## config.mk

```make
export PLATFORM = sky130hd
export DESIGN_NAME = mouse_packet_decoder_top
export DESIGN_NICKNAME = d
export VERILOG_FILES = /design/src/hdl/mpd_pkg.sv /design/src/hdl/mouse_packet_decoder_top.sv /design/src/hdl/mpd_cfg.sv /design/src/hdl/mpd_motion.sv /design/src/hdl/mpd_update.sv
export SDC_FILE = /design/constraint.sdc
export NUM_CORES = 1
export LEC_CHECK = 0
export BUFFER_PORTS_ARGS = -buffer_cell sky130_fd_sc_hd__buf_2
export CAP_MARGIN = 0
export CORE_UTILIZATION = 45
export DETAILED_ROUTE_END_ITERATION = 8
export GPL_TIMING_DRIVEN = 0
export PLACE_DENSITY = 0.64
export SYNTH_ARGS = -nofsm -noshare
export SYNTH_HDL_FRONTEND = slang
export SYNTH_SLANG_ARGS = --single-unit
```

## constraint.sdc

```tcl
create_clock -name clk_i -period 12.3 [get_ports clk_i]
set_input_delay 1.845 -clock clk_i [delete_from_list [all_inputs] [get_ports clk_i]]
set_output_delay 1.845 -clock clk_i [all_outputs]
set_load 0.01 [all_outputs]
```

## src/hdl/mpd_pkg.sv

```systemverilog
package mpd_pkg;

  // Configuration port geometry
  localparam int unsigned CfgAddrW = 3;
  localparam int unsigned CfgDataW = 32;
  localparam int unsigned ScaleW   = 4;
  localparam logic [ScaleW-1:0] ScaleReset = 4'd2;

  // Word index of each register (paddr[2])
  localparam logic RegIdxScale = 1'b0;

  // Header byte bit positions
  localparam int unsigned HdrSyncBit  = 3;
  localparam int unsigned HdrXSignBit = 4;
  localparam int unsigned HdrYSignBit = 5;
  localparam int unsigned BtnW        = 3;

  // Scaled movement width: 9-bit signed times 4-bit unsigned, plus one for negation
  localparam int unsigned MoveW = 15;

  localparam logic [15:0] PosMax = 16'hFFFF;

  // Input word operations
  typedef enum logic [1:0] {
    OP_BYTE  = 2'd0,
    OP_LOAD  = 2'd1,
    OP_CLEAR = 2'd2
  } op_e;

  // Position of the next byte within a packet
  typedef enum logic [1:0] {
    IDX_FIRST  = 2'd0,
    IDX_SECOND = 2'd1,
    IDX_THIRD  = 2'd2
  } byte_idx_e;

  typedef struct packed {
    byte_idx_e          byte_idx;
    logic [7:0]         first_byte;
    logic [7:0]         second_byte;
    logic signed [31:0] pos_x;
    logic signed [31:0] pos_y;
    logic signed [31:0] delta_x;
    logic signed [31:0] delta_y;
    logic [BtnW-1:0]    buttons;
  } mpd_state_t;

  typedef struct packed {
    logic [15:0]        pos_x;
    logic [15:0]        pos_y;
    logic signed [31:0] delta_x;
    logic signed [31:0] delta_y;
    logic [BtnW-1:0]    buttons;
    logic               has_delta;
    logic               packet_done;
  } mpd_result_t;

  // Saturating add of a small movement onto a 32-bit accumulator
  function automatic logic signed [31:0] sat_add(input logic signed [31:0] a,
                                                 input logic signed [MoveW-1:0] b);
    logic signed [32:0] s;
    logic signed [31:0] r;
    s = $signed({a[31], a}) + $signed({{(33-MoveW){b[MoveW-1]}}, b});
    if (s[32] != s[31]) begin
      r = s[32] ? 32'sh8000_0000 : 32'sh7FFF_FFFF;
    end else begin
      r = s[31:0];
    end
    return r;
  endfunction

  // Clamp an accumulator to the 16-bit screen range
  function automatic logic [15:0] clamp_pos(input logic signed [31:0] v);
    logic [15:0] r;
    if (v[31]) begin
      r = 16'd0;
    end else if (|v[30:16]) begin
      r = PosMax;
    end else begin
      r = v[15:0];
    end
    return r;
  endfunction

endpackage

```

## src/hdl/mouse_packet_decoder_top.sv

```systemverilog
// Channel | Handshake             | Fields
// --------+-----------------------+--------------------------------------------------
// in      | in_valid_i/in_ready_o | op_i, rx_byte_i, load_x_i, load_y_i
// out     | out_valid_o/out_ready_i | pos_x_o, pos_y_o, delta_x_o, delta_y_o, buttons_o,
//         |                       | has_delta_o, packet_done_o
// cfg     | APB (psel, penable)   | paddr, pwdata, prdata; motion_scale at 0x0
//
// Result valid follows input accept via the input register, then the result register.
// Sustains one word per cycle while the result is not stalled; the state update
// sits between the two registers.
// Reset clears the packet position, accumulators, buttons and both valid flags;
// motion_scale resets to 2.
// A stalled result holds the pipe; an empty input register still takes one more word.
module mouse_packet_decoder_top (
  input  logic                           clk_i,
  input  logic                           rst_ni,
  // APB configuration
  input  logic                           psel,
  input  logic                           penable,
  input  logic                           pwrite,
  input  logic [mpd_pkg::CfgAddrW-1:0]   paddr,
  input  logic [mpd_pkg::CfgDataW-1:0]   pwdata,
  output logic [mpd_pkg::CfgDataW-1:0]   prdata,
  output logic                           pready,
  // input words
  input  logic                           in_valid_i,
  output logic                           in_ready_o,
  input  logic [1:0]                     op_i,
  input  logic [7:0]                     rx_byte_i,
  input  logic [15:0]                    load_x_i,
  input  logic [15:0]                    load_y_i,
  // result words
  output logic                           out_valid_o,
  input  logic                           out_ready_i,
  output logic [15:0]                    pos_x_o,
  output logic [15:0]                    pos_y_o,
  output logic signed [31:0]             delta_x_o,
  output logic signed [31:0]             delta_y_o,
  output logic [2:0]                     buttons_o,
  output logic                           has_delta_o,
  output logic                           packet_done_o
);
  import mpd_pkg::*;

  logic [ScaleW-1:0] scale;

  logic        in_vld_q;
  logic [1:0]  op_q;
  logic [7:0]  rx_q;
  logic [15:0] load_x_q, load_y_q;
  logic        advance;
  logic        in_take;

  mpd_state_t  state_q, state_d;
  mpd_result_t res_q, res_d;
  logic        out_vld_q;

  assign pready = 1'b1;

  mpd_cfg u_cfg (
    .clk_i     (clk_i),
    .rst_ni    (rst_ni),
    .psel_i    (psel),
    .penable_i (penable),
    .pwrite_i  (pwrite),
    .paddr_i   (paddr),
    .pwdata_i  (pwdata),
    .prdata_o  (prdata),
    .scale_o   (scale)
  );

  // Pipe control
  assign advance    = in_vld_q & (~out_vld_q | out_ready_i);
  assign in_ready_o = ~in_vld_q | advance;
  assign in_take    = in_valid_i & in_ready_o;

  // Input register
  always_ff @(posedge clk_i or negedge rst_ni) begin
    if (!rst_ni) begin
      in_vld_q <= 1'b0;
    end else if (in_ready_o) begin
      in_vld_q <= in_valid_i;
    end
  end

  always_ff @(posedge clk_i) begin
    if (in_take) begin
      op_q     <= op_i;
      rx_q     <= rx_byte_i;
      load_x_q <= load_x_i;
      load_y_q <= load_y_i;
    end
  end

  mpd_update u_update (
    .state_i   (state_q),
    .op_i      (op_q),
    .rx_byte_i (rx_q),
    .load_x_i  (load_x_q),
    .load_y_i  (load_y_q),
    .scale_i   (scale),
    .state_o   (state_d),
    .result_o  (res_d)
  );

  // Decoder state
  always_ff @(posedge clk_i or negedge rst_ni) begin
    if (!rst_ni) begin
      state_q <= '0;
    end else if (advance) begin
      state_q <= state_d;
    end
  end

  // Result register
  always_ff @(posedge clk_i or negedge rst_ni) begin
    if (!rst_ni) begin
      out_vld_q <= 1'b0;
    end else if (advance) begin
      out_vld_q <= 1'b1;
    end else if (out_ready_i) begin
      out_vld_q <= 1'b0;
    end
  end

  always_ff @(posedge clk_i) begin
    if (advance) begin
      res_q <= res_d;
    end
  end

  assign out_valid_o   = out_vld_q;
  assign pos_x_o       = res_q.pos_x;
  assign pos_y_o       = res_q.pos_y;
  assign delta_x_o     = res_q.delta_x;
  assign delta_y_o     = res_q.delta_y;
  assign buttons_o     = res_q.buttons;
  assign has_delta_o   = res_q.has_delta;
  assign packet_done_o = res_q.packet_done;

`ifndef SYNTHESIS
  // A completed packet always leaves the byte position back at the header
  a_done_rewinds: assert property (@(posedge clk_i) disable iff (!rst_ni)
    advance && res_d.packet_done |=> state_q.byte_idx == IDX_FIRST)
    else $error("packet_done without byte position reset");

  // Only a received byte can complete a packet
  a_done_only_byte: assert property (@(posedge clk_i) disable iff (!rst_ni)
    advance && (op_q != OP_BYTE) |=> !packet_done_o)
    else $error("packet_done on a non-byte word");

  // Pending-delta flag agrees with the delivered accumulators
  a_has_delta: assert property (@(posedge clk_i) disable iff (!rst_ni)
    out_valid_o |-> has_delta_o == ((delta_x_o != '0) || (delta_y_o != '0)))
    else $error("has_delta mismatch");

  // Decoder state only moves when a word is retired
  a_state_hold: assert property (@(posedge clk_i) disable iff (!rst_ni)
    !advance |=> $stable(state_q))
    else $error("state changed without a retired word");
`endif

endmodule

```

## src/hdl/mpd_cfg.sv

```systemverilog
module mpd_cfg (
  input  logic                           clk_i,
  input  logic                           rst_ni,
  input  logic                           psel_i,
  input  logic                           penable_i,
  input  logic                           pwrite_i,
  input  logic [mpd_pkg::CfgAddrW-1:0]   paddr_i,
  input  logic [mpd_pkg::CfgDataW-1:0]   pwdata_i,
  output logic [mpd_pkg::CfgDataW-1:0]   prdata_o,
  output logic [mpd_pkg::ScaleW-1:0]     scale_o
);
  import mpd_pkg::*;

  logic [ScaleW-1:0] scale_q, scale_d;
  logic              wr_en;

  // Write strobe on the access phase
  assign wr_en = psel_i & penable_i & pwrite_i;

  always_comb begin
    scale_d = scale_q;
    if (wr_en && (paddr_i[2] == RegIdxScale)) begin
      scale_d = pwdata_i[ScaleW-1:0];
    end
  end

  always_ff @(posedge clk_i or negedge rst_ni) begin
    if (!rst_ni) begin
      scale_q <= ScaleReset;
    end else begin
      scale_q <= scale_d;
    end
  end

  // Read mux
  always_comb begin
    prdata_o = '0;
    if (paddr_i[2] == RegIdxScale) begin
      prdata_o = {{(CfgDataW-ScaleW){1'b0}}, scale_q};
    end
  end

  assign scale_o = scale_q;

endmodule

```

## src/hdl/mpd_motion.sv

```systemverilog
module mpd_motion (
  input  logic [7:0]                        hdr_i,
  input  logic [7:0]                        x_byte_i,
  input  logic [7:0]                        y_byte_i,
  input  logic [mpd_pkg::ScaleW-1:0]        scale_i,
  output logic signed [mpd_pkg::MoveW-1:0]  move_x_o,
  output logic signed [mpd_pkg::MoveW-1:0]  move_y_o
);
  import mpd_pkg::*;

  logic signed [8:0]  raw_x, raw_y;
  logic signed [13:0] ext_x, ext_y, ext_s;
  logic signed [13:0] mul_x, mul_y;

  // 9-bit two's complement movement, sign from the header
  assign raw_x = {hdr_i[HdrXSignBit], x_byte_i};
  assign raw_y = {hdr_i[HdrYSignBit], y_byte_i};

  assign ext_x = {{5{raw_x[8]}}, raw_x};
  assign ext_y = {{5{raw_y[8]}}, raw_y};
  assign ext_s = {10'd0, scale_i};

  assign mul_x = ext_x * ext_s;
  assign mul_y = ext_y * ext_s;

  // Y is inverted so screen downward is positive
  assign move_x_o = {mul_x[13], mul_x};
  assign move_y_o = -$signed({mul_y[13], mul_y});

endmodule

```

## src/hdl/mpd_update.sv

```systemverilog
module mpd_update (
  input  mpd_pkg::mpd_state_t          state_i,
  input  logic [1:0]                   op_i,
  input  logic [7:0]                   rx_byte_i,
  input  logic [15:0]                  load_x_i,
  input  logic [15:0]                  load_y_i,
  input  logic [mpd_pkg::ScaleW-1:0]   scale_i,
  output mpd_pkg::mpd_state_t          state_o,
  output mpd_pkg::mpd_result_t         result_o
);
  import mpd_pkg::*;

  logic signed [MoveW-1:0] move_x, move_y;
  byte_idx_e               idx_d;
  logic                    pkt_end;
  logic                    pkt_ok;

  mpd_motion u_motion (
    .hdr_i    (state_i.first_byte),
    .x_byte_i (state_i.second_byte),
    .y_byte_i (rx_byte_i),
    .scale_i  (scale_i),
    .move_x_o (move_x),
    .move_y_o (move_y)
  );

  assign pkt_end = (op_i == OP_BYTE) && (state_i.byte_idx == IDX_THIRD);
  assign pkt_ok  = pkt_end && state_i.first_byte[HdrSyncBit];

  // Byte position next state
  always_comb begin
    idx_d = state_i.byte_idx;
    if (op_i == OP_BYTE) begin
      unique case (state_i.byte_idx)
        IDX_FIRST:  idx_d = IDX_SECOND;
        IDX_SECOND: idx_d = IDX_THIRD;
        default:    idx_d = IDX_FIRST;
      endcase
    end
  end

  // Datapath state update
  always_comb begin
    state_o          = state_i;
    state_o.byte_idx = idx_d;
    unique case (op_i)
      OP_BYTE: begin
        if (state_i.byte_idx == IDX_FIRST) begin
          state_o.first_byte = rx_byte_i;
        end else if (state_i.byte_idx == IDX_SECOND) begin
          state_o.second_byte = rx_byte_i;
        end else if (pkt_ok) begin
          state_o.buttons = state_i.first_byte[BtnW-1:0];
          state_o.delta_x = sat_add(state_i.delta_x, move_x);
          state_o.delta_y = sat_add(state_i.delta_y, move_y);
          state_o.pos_x   = sat_add(state_i.pos_x, move_x);
          state_o.pos_y   = sat_add(state_i.pos_y, move_y);
        end
      end
      OP_LOAD: begin
        state_o.pos_x = {16'd0, load_x_i};
        state_o.pos_y = {16'd0, load_y_i};
      end
      OP_CLEAR: begin
        state_o.delta_x = '0;
        state_o.delta_y = '0;
      end
      default: ;
    endcase
  end

  // Result word reflects the state after this word
  always_comb begin
    result_o.pos_x       = clamp_pos(state_o.pos_x);
    result_o.pos_y       = clamp_pos(state_o.pos_y);
    result_o.delta_x     = state_o.delta_x;
    result_o.delta_y     = state_o.delta_y;
    result_o.buttons     = state_o.buttons;
    result_o.has_delta   = (state_o.delta_x != '0) || (state_o.delta_y != '0);
    result_o.packet_done = pkt_ok;
  end

endmodule
```

* After elaboration in Yosys (flattened, before gate mapping)
Cells that the tools add are included.
Storage, ports and cells: word-level logic and storage cells 81, bits of input ports 84, register bits after elaboration 296
Operators by class: add/sub/neg operators 5, reduce and logical (&&, ||, !) cells 14, multipliers 2, eq/ne operators 8, mux-type cells 20, bitwise operators 10
Operator list (number):
- $mux W131 | 3
- $mux W32 | 8
- $pmux W64 S2 | 2
- $add A32 B14 Y33 | 2
- $add A32 B15 Y33 | 2
- $reduce_bool A32 Y1 | 2
- $mux W16 | 2
- $reduce_or A15 Y1 | 2
- $mul A9 B5 Y14 | 2
- $neg A14 Y15 | 1
- $and A1 B1 Y1 | 4
- $eq A2 B1 Y1 const B | 2
- $eq A2 B2 Y1 const B | 2
- $logic_not A2 Y1 | 2
- $mux W4 | 1
- $ne A1 B1 Y1 | 4
- $not A1 Y1 | 4
- $pmux W2 S2 | 1
- $reduce_and A4 Y1 | 1
- $logic_and A1 B1 Y1 | 3
- $mux W3 | 1
- $reduce_and A3 Y1 | 1
- $mux W1 | 2
- $or A1 B1 Y1 | 2
- other kinds (3) | 3

* Depth between registers and ports, before layout
depth in word-level cells 11, mapped depth 43

* By module
Synthesis repeated with hierarchy kept, for this count alone.
Second synthesis, totals: cell total of the unflattened synthesis 2633, area total of the unflattened synthesis 25166.6 um^2
Modules (own cells, without submodules):
- mpd_update | area each 11342.1 um^2, instances 1, sequential area each 0.0 um^2, cells each 1753
- mouse_packet_decoder_top | area each 10373.7 um^2, instances 1, sequential area each 8072.7 um^2, cells each 468
- mpd_motion | area each 3031.7 um^2, instances 1, sequential area each 0.0 um^2, cells each 370
- mpd_cfg | area each 419.2 um^2, instances 1, sequential area each 101.3 um^2, cells each 42

* Worst setup path after synthesis
OpenSTA, ideal clock, no wires.
path kind reg-to-reg, start register u_cfg.scale_q[1], in the netlist u_cfg.scale_o[1], end register res_q (netlist bit has_delta_o) (data pin), period minus slack after synthesis 10193 ps, arrival 9921 ps, library setup time 272 ps, slack 2107 ps, stages on the path, launching flop included 41, cells stage by stage dfstp_2 -> clkbuf_1 -> and2_1 -> fa_1 -> ha_1 -> inv_1 -> fa_1 -> ha_1 -> ha_1 -> nor2b_1 -> o21ai_0 -> a21boi_0 -> o21ai_0 -> a21boi_0 -> o21ai_0 -> nand2b_1 -> a21o_1 -> nand2_1 -> [... 5 more ...] -> or4_1 -> a211o_1 -> a21oi_1 -> a21o_1 -> a21o_1 -> xnor2_1 -> ha_1 -> clkbuf_1 -> nand2_1 -> nor3_1 -> a211oi_1 -> clkbuf_1 -> o211ai_1 -> nand4_1 -> nor4b_1 -> nor4b_1 -> nand4_1 -> or4_1
RTL lines:
- start: declaration | line mpd_cfg.sv:14 | logic [ScaleW-1:0] scale_q, scale_d;
- start signal: assignment | line mpd_cfg.sv:29 | scale_q <= ScaleReset;
- start signal: assignment | line mpd_cfg.sv:31 | scale_q <= scale_d;
- end signal: assignment | line mouse_packet_decoder_top.sv:128 | res_q <= res_d;
- end: declaration | line mouse_packet_decoder_top.sv:55 | mpd_result_t res_q, res_d;

* Final worst setup path
start register u_cfg.scale_q[1], in the netlist u_cfg.scale_o[1], end register res_q (netlist bit pos_y_o[6]) (data pin)
On the way: cells in the longest elaborated chain, start to end 11, elaborated cells between the ends (all ways) 12
RTL lines:
- $mul A9 B5 Y14 (*) | line mpd_motion.sv:24 | assign mul_y = ext_y * ext_s;
- $neg A14 Y15 (*) | line mpd_motion.sv:28 | assign move_y_o = -$signed({mul_y[13], mul_y});
- $add A32 B15 Y33 (*) | line mpd_pkg.sv:63 | s = $signed({a[31], a}) + $signed({{(33-MoveW){b[MoveW-1]}}, b});
- $mux W32 or $ne A1 B1 Y1 (tied branches) | line mpd_pkg.sv:65, mpd_pkg.sv:64
- $mux W32 (*) | line mpd_pkg.sv:64 | if (s[32] != s[31]) begin
- $mux W131 (*) | line mpd_update.sv:52 | end else if (pkt_ok) begin
- $mux W131 (*) | line mpd_update.sv:50 | end else if (state_i.byte_idx == IDX_SECOND) begin
- $mux W131 (*) | line mpd_update.sv:48 | if (state_i.byte_idx == IDX_FIRST) begin
- $pmux W64 S2 (*) | line mpd_update.sv:46 | unique case (op_i)
- $reduce_or A15 Y1 | line mpd_pkg.sv:77 | end else if (|v[30:16]) begin
- $mux W16 | line mpd_pkg.sv:77
Every way passes the cells marked *; elsewhere a longest branch is shown, timed or not. A chain may end at the register's enable or synchronous reset.

==> metrics.txt <==
largest net degree at the start of global routing=112; Clock Skew=0.0241 ns; post-layout min period=11.30 ns; Die Wd=about 230 um; worst hold margin=slightly below 0.5 ns; post-route ant nets=0; Initial Utilization=around 46%; RSZ-0062 raised after global routing=false; CP Class=reg -> reg; vias in the first global route=20.3k; initial antenna violation count=2; clock slew at reported path FFs=approximately 0.06 ns; Hold Path Class=reg -> reg; Slowest-stage cell, CP=nor3_1; Critical Path AT=between 10 and 15 ns; area grow syn2layout=13.5%; Synth async-reset ratio=between 50% and 60%; Rel. slew slack=a little under a third; setup TNS=0 ns; DR vias/cell=5.96; critical path data required time=between 10 and 15 ns; detailed-route DRC error count=0; first-pass GRT wire length=approximately 120,000 um; dpl cells=between 3k and 4k; drt first pass iters=6; DP HPWL=60,500 um; Worst path most repeated cell=ha_1; Resized Gates After CTS=0; FF+latch count, synth=between 200 and 300; Die Ht=around 230 um; largest fanout on the critical path=16; min-delay src=state_q[1]; core area=0.0506 mm^2; cells after synthesis=between 2k and 3k; Worst-Margin Slew=between 1 and 1.5 ns; hold depth=2; Clk Latency, worst-skew pair=roughly 0.56 ns; worst reg2reg path endpoint=pos_y_o[6]; total congestion overflow=0; Cell Count, Final, Fillers Out=3,541; highest clock rate=88.5 MHz; via count=approximately 21k; fraction of layout cells with a size suffix above 1=a little under an eighth; Cell variety after synth=94; worst reg-to-reg path cell count=43; postcts setup bufs=0; Syn Area/Cell=about 8.9 um^2; routed length per placed instance=approximately 22 um; Post-CTS Hold Buffers=0; H-tree levels=2; CTS sink cnt=between 200 and 300; fin. max-slew vios=0; kind of end point of the critical path=flip-flop; Max Cap Viol=0; ant diodes=0; number of I/O pins=220; Fin. Hold Viols=0; Row Count=a little over 80; Bufs on Longest Clock Path=3; Hold Path Sink=state_q[1]; PortBufs=160; most frequent cells in the layout=382 x nand2_1, 197 x a21oi_1, 195 x ha_1, 187 x o21ai_0, 173 x buf_2; GPL Wtd Cong=approximately 0.97; CP max stage delay=between 0.7 and 0.8 ns; dominant synthesized flop cell=dfrtp_1; Synth Warn #=0; RR Startpoint=u_cfg.scale_o[1]; utilization after layout=52.1%; Worst Setup SP=u_cfg.scale_o[1]; gr usage total=a little under 30%; share of the yosys chip area belonging to registers=between 30% and 40%; Final Setup Violations=0; period utilisation layout=91.9%; status=completed; Worst Setup Start Kind=flip-flop; Die ar.=about 0.053 mm^2; CTS root buffer=clkbuf_16; most common cell after layout, fill and taps aside=nand2_1; drt initial violations=~1.9k; wirelength, routed=77,400 um; EDFF count, synth=roughly 140; CTS tree=built; Mapped Area=about 0.023 mm^2; r2r setup slk=1.00 ns; Num CTS Buffers=37; nets@finish=about 3.2k
## cell usage after synthesis (27+ instances only)
library cell | instances | area share [%]
a21o_1 | 58 | 1.9
a21oi_1 | 197 | 4.2
a31oi_1 | 46 | 1.2
and2_1 | 68 | 1.8
buf_4 | 30 | 0.97
clkbuf_1 | 90 | 1.5
dfrtp_1 | 152 | 16
edfxtp_1 | 143 | 18
fa_1 | 41 | 3.5
ha_1 | 195 | 10
inv_1 | 139 | 2.2
mux2_2 | 35 | 1.7
nand2_1 | 382 | 6.2
nand3_1 | 38 | 0.82
nand4_1 | 31 | 0.83
nor2_1 | 148 | 2.4
nor2b_1 | 27 | 0.73
nor3_1 | 29 | 0.62
o211ai_1 | 39 | 1.3
o21ai_0 | 187 | 4.0
xnor2_1 | 81 | 3.1
xor2_1 | 47 | 1.8
## per-stage QoR
stage / cell area [um^2] / setup WS (ns)
6_report: 26400 / 1.00
5_1_grt: 26400 / 0.0870
4_1_cts: 26400 / 1.15
3_5_place_dp: 25200 / 1.23
3_3_place_gp: 25000 / -1.17
2_1_floorplan: 23300 / 2.11
## worst max-delay path, delay by kind of cell, from the launching register on
| kind | cells | cell delay [ns] |
|---|---|---|
| fa+ha+maj | 7 | 2.22 |
| flops | 1 | 0.53 |
| xor+xnor | 2 | 0.46 |
| buf+inv | 7 | 2.08 |
| simple gates | 11 | 2.14 |
| compound gates | 16 | 3.58 |
## cell families (layout without fill, tap and decap cells)
family	Yosys count	in the layout	share of synthesized area, %
DFF	296	296	35.0
AOI/OAI and AO/OA	773	773	21.8
muxes	39	39	1.87
buffers and inverters	283	517	5.19
other	2	29	0.0323
xor gates and xnor gates	128	128	4.82
adders and majority gates	237	237	14.1
and+or+nand+nor	850	850	17.2
## registers in the layout, summed over array words and instances, names as in the netlist
register and count:
delta_y_o 32, pos_y_o 16, out_valid_o 1, rx_q 8, buttons_o 3, pos_x_o 16, state_q 147, load_y_q 16
in_vld_q 1, has_delta_o 1, u_cfg.scale_o 4, load_x_q 16, op_q 2, delta_x_o 32, packet_done_o 1
## cell type report
cell class                      instances  area (um^2)
Buffer                                140          671
Clock buffer                           47          995
Clock inverter                         17          198
Fill cell                            4677        24200
Inverter                              143          537
Multi-Input combinational cell       2056        14000
Sequential cell                       296         8120
Tap cell                              672          841
Timing Repair Buffer                  170          986
## routing by layer
| metal | wire length [um] | track usage, % | vias up | part of all wire, % |
|---|---|---|---|---|
| li1 | - | - | 9936 | - |
| met1 | 33700 | 38.8 | 10200 | 44 |
| met2 | 35800 | 47.3 | 772 | 46 |
| met3 | 4790 | 3.93 | 151 | 6.2 |
| met4 | 3030 | 11.6 | 2 | 3.9 |
| met5 | 13 | 0 | - | 0.017 |
## worst max-delay path by stage
stage and to:
6_report pos_y_o[6], 5_1_grt pos_y_o[6], 4_1_cts pos_y_o[6], 3_5_place_dp pos_y_o[6], 3_3_place_gp pos_y_o[6], 2_1_floorplan has_delta_o
Power is left out: the tool's default activity adds up to more than one toggle a clock period on the data nets, which glitch-free logic cannot reach.
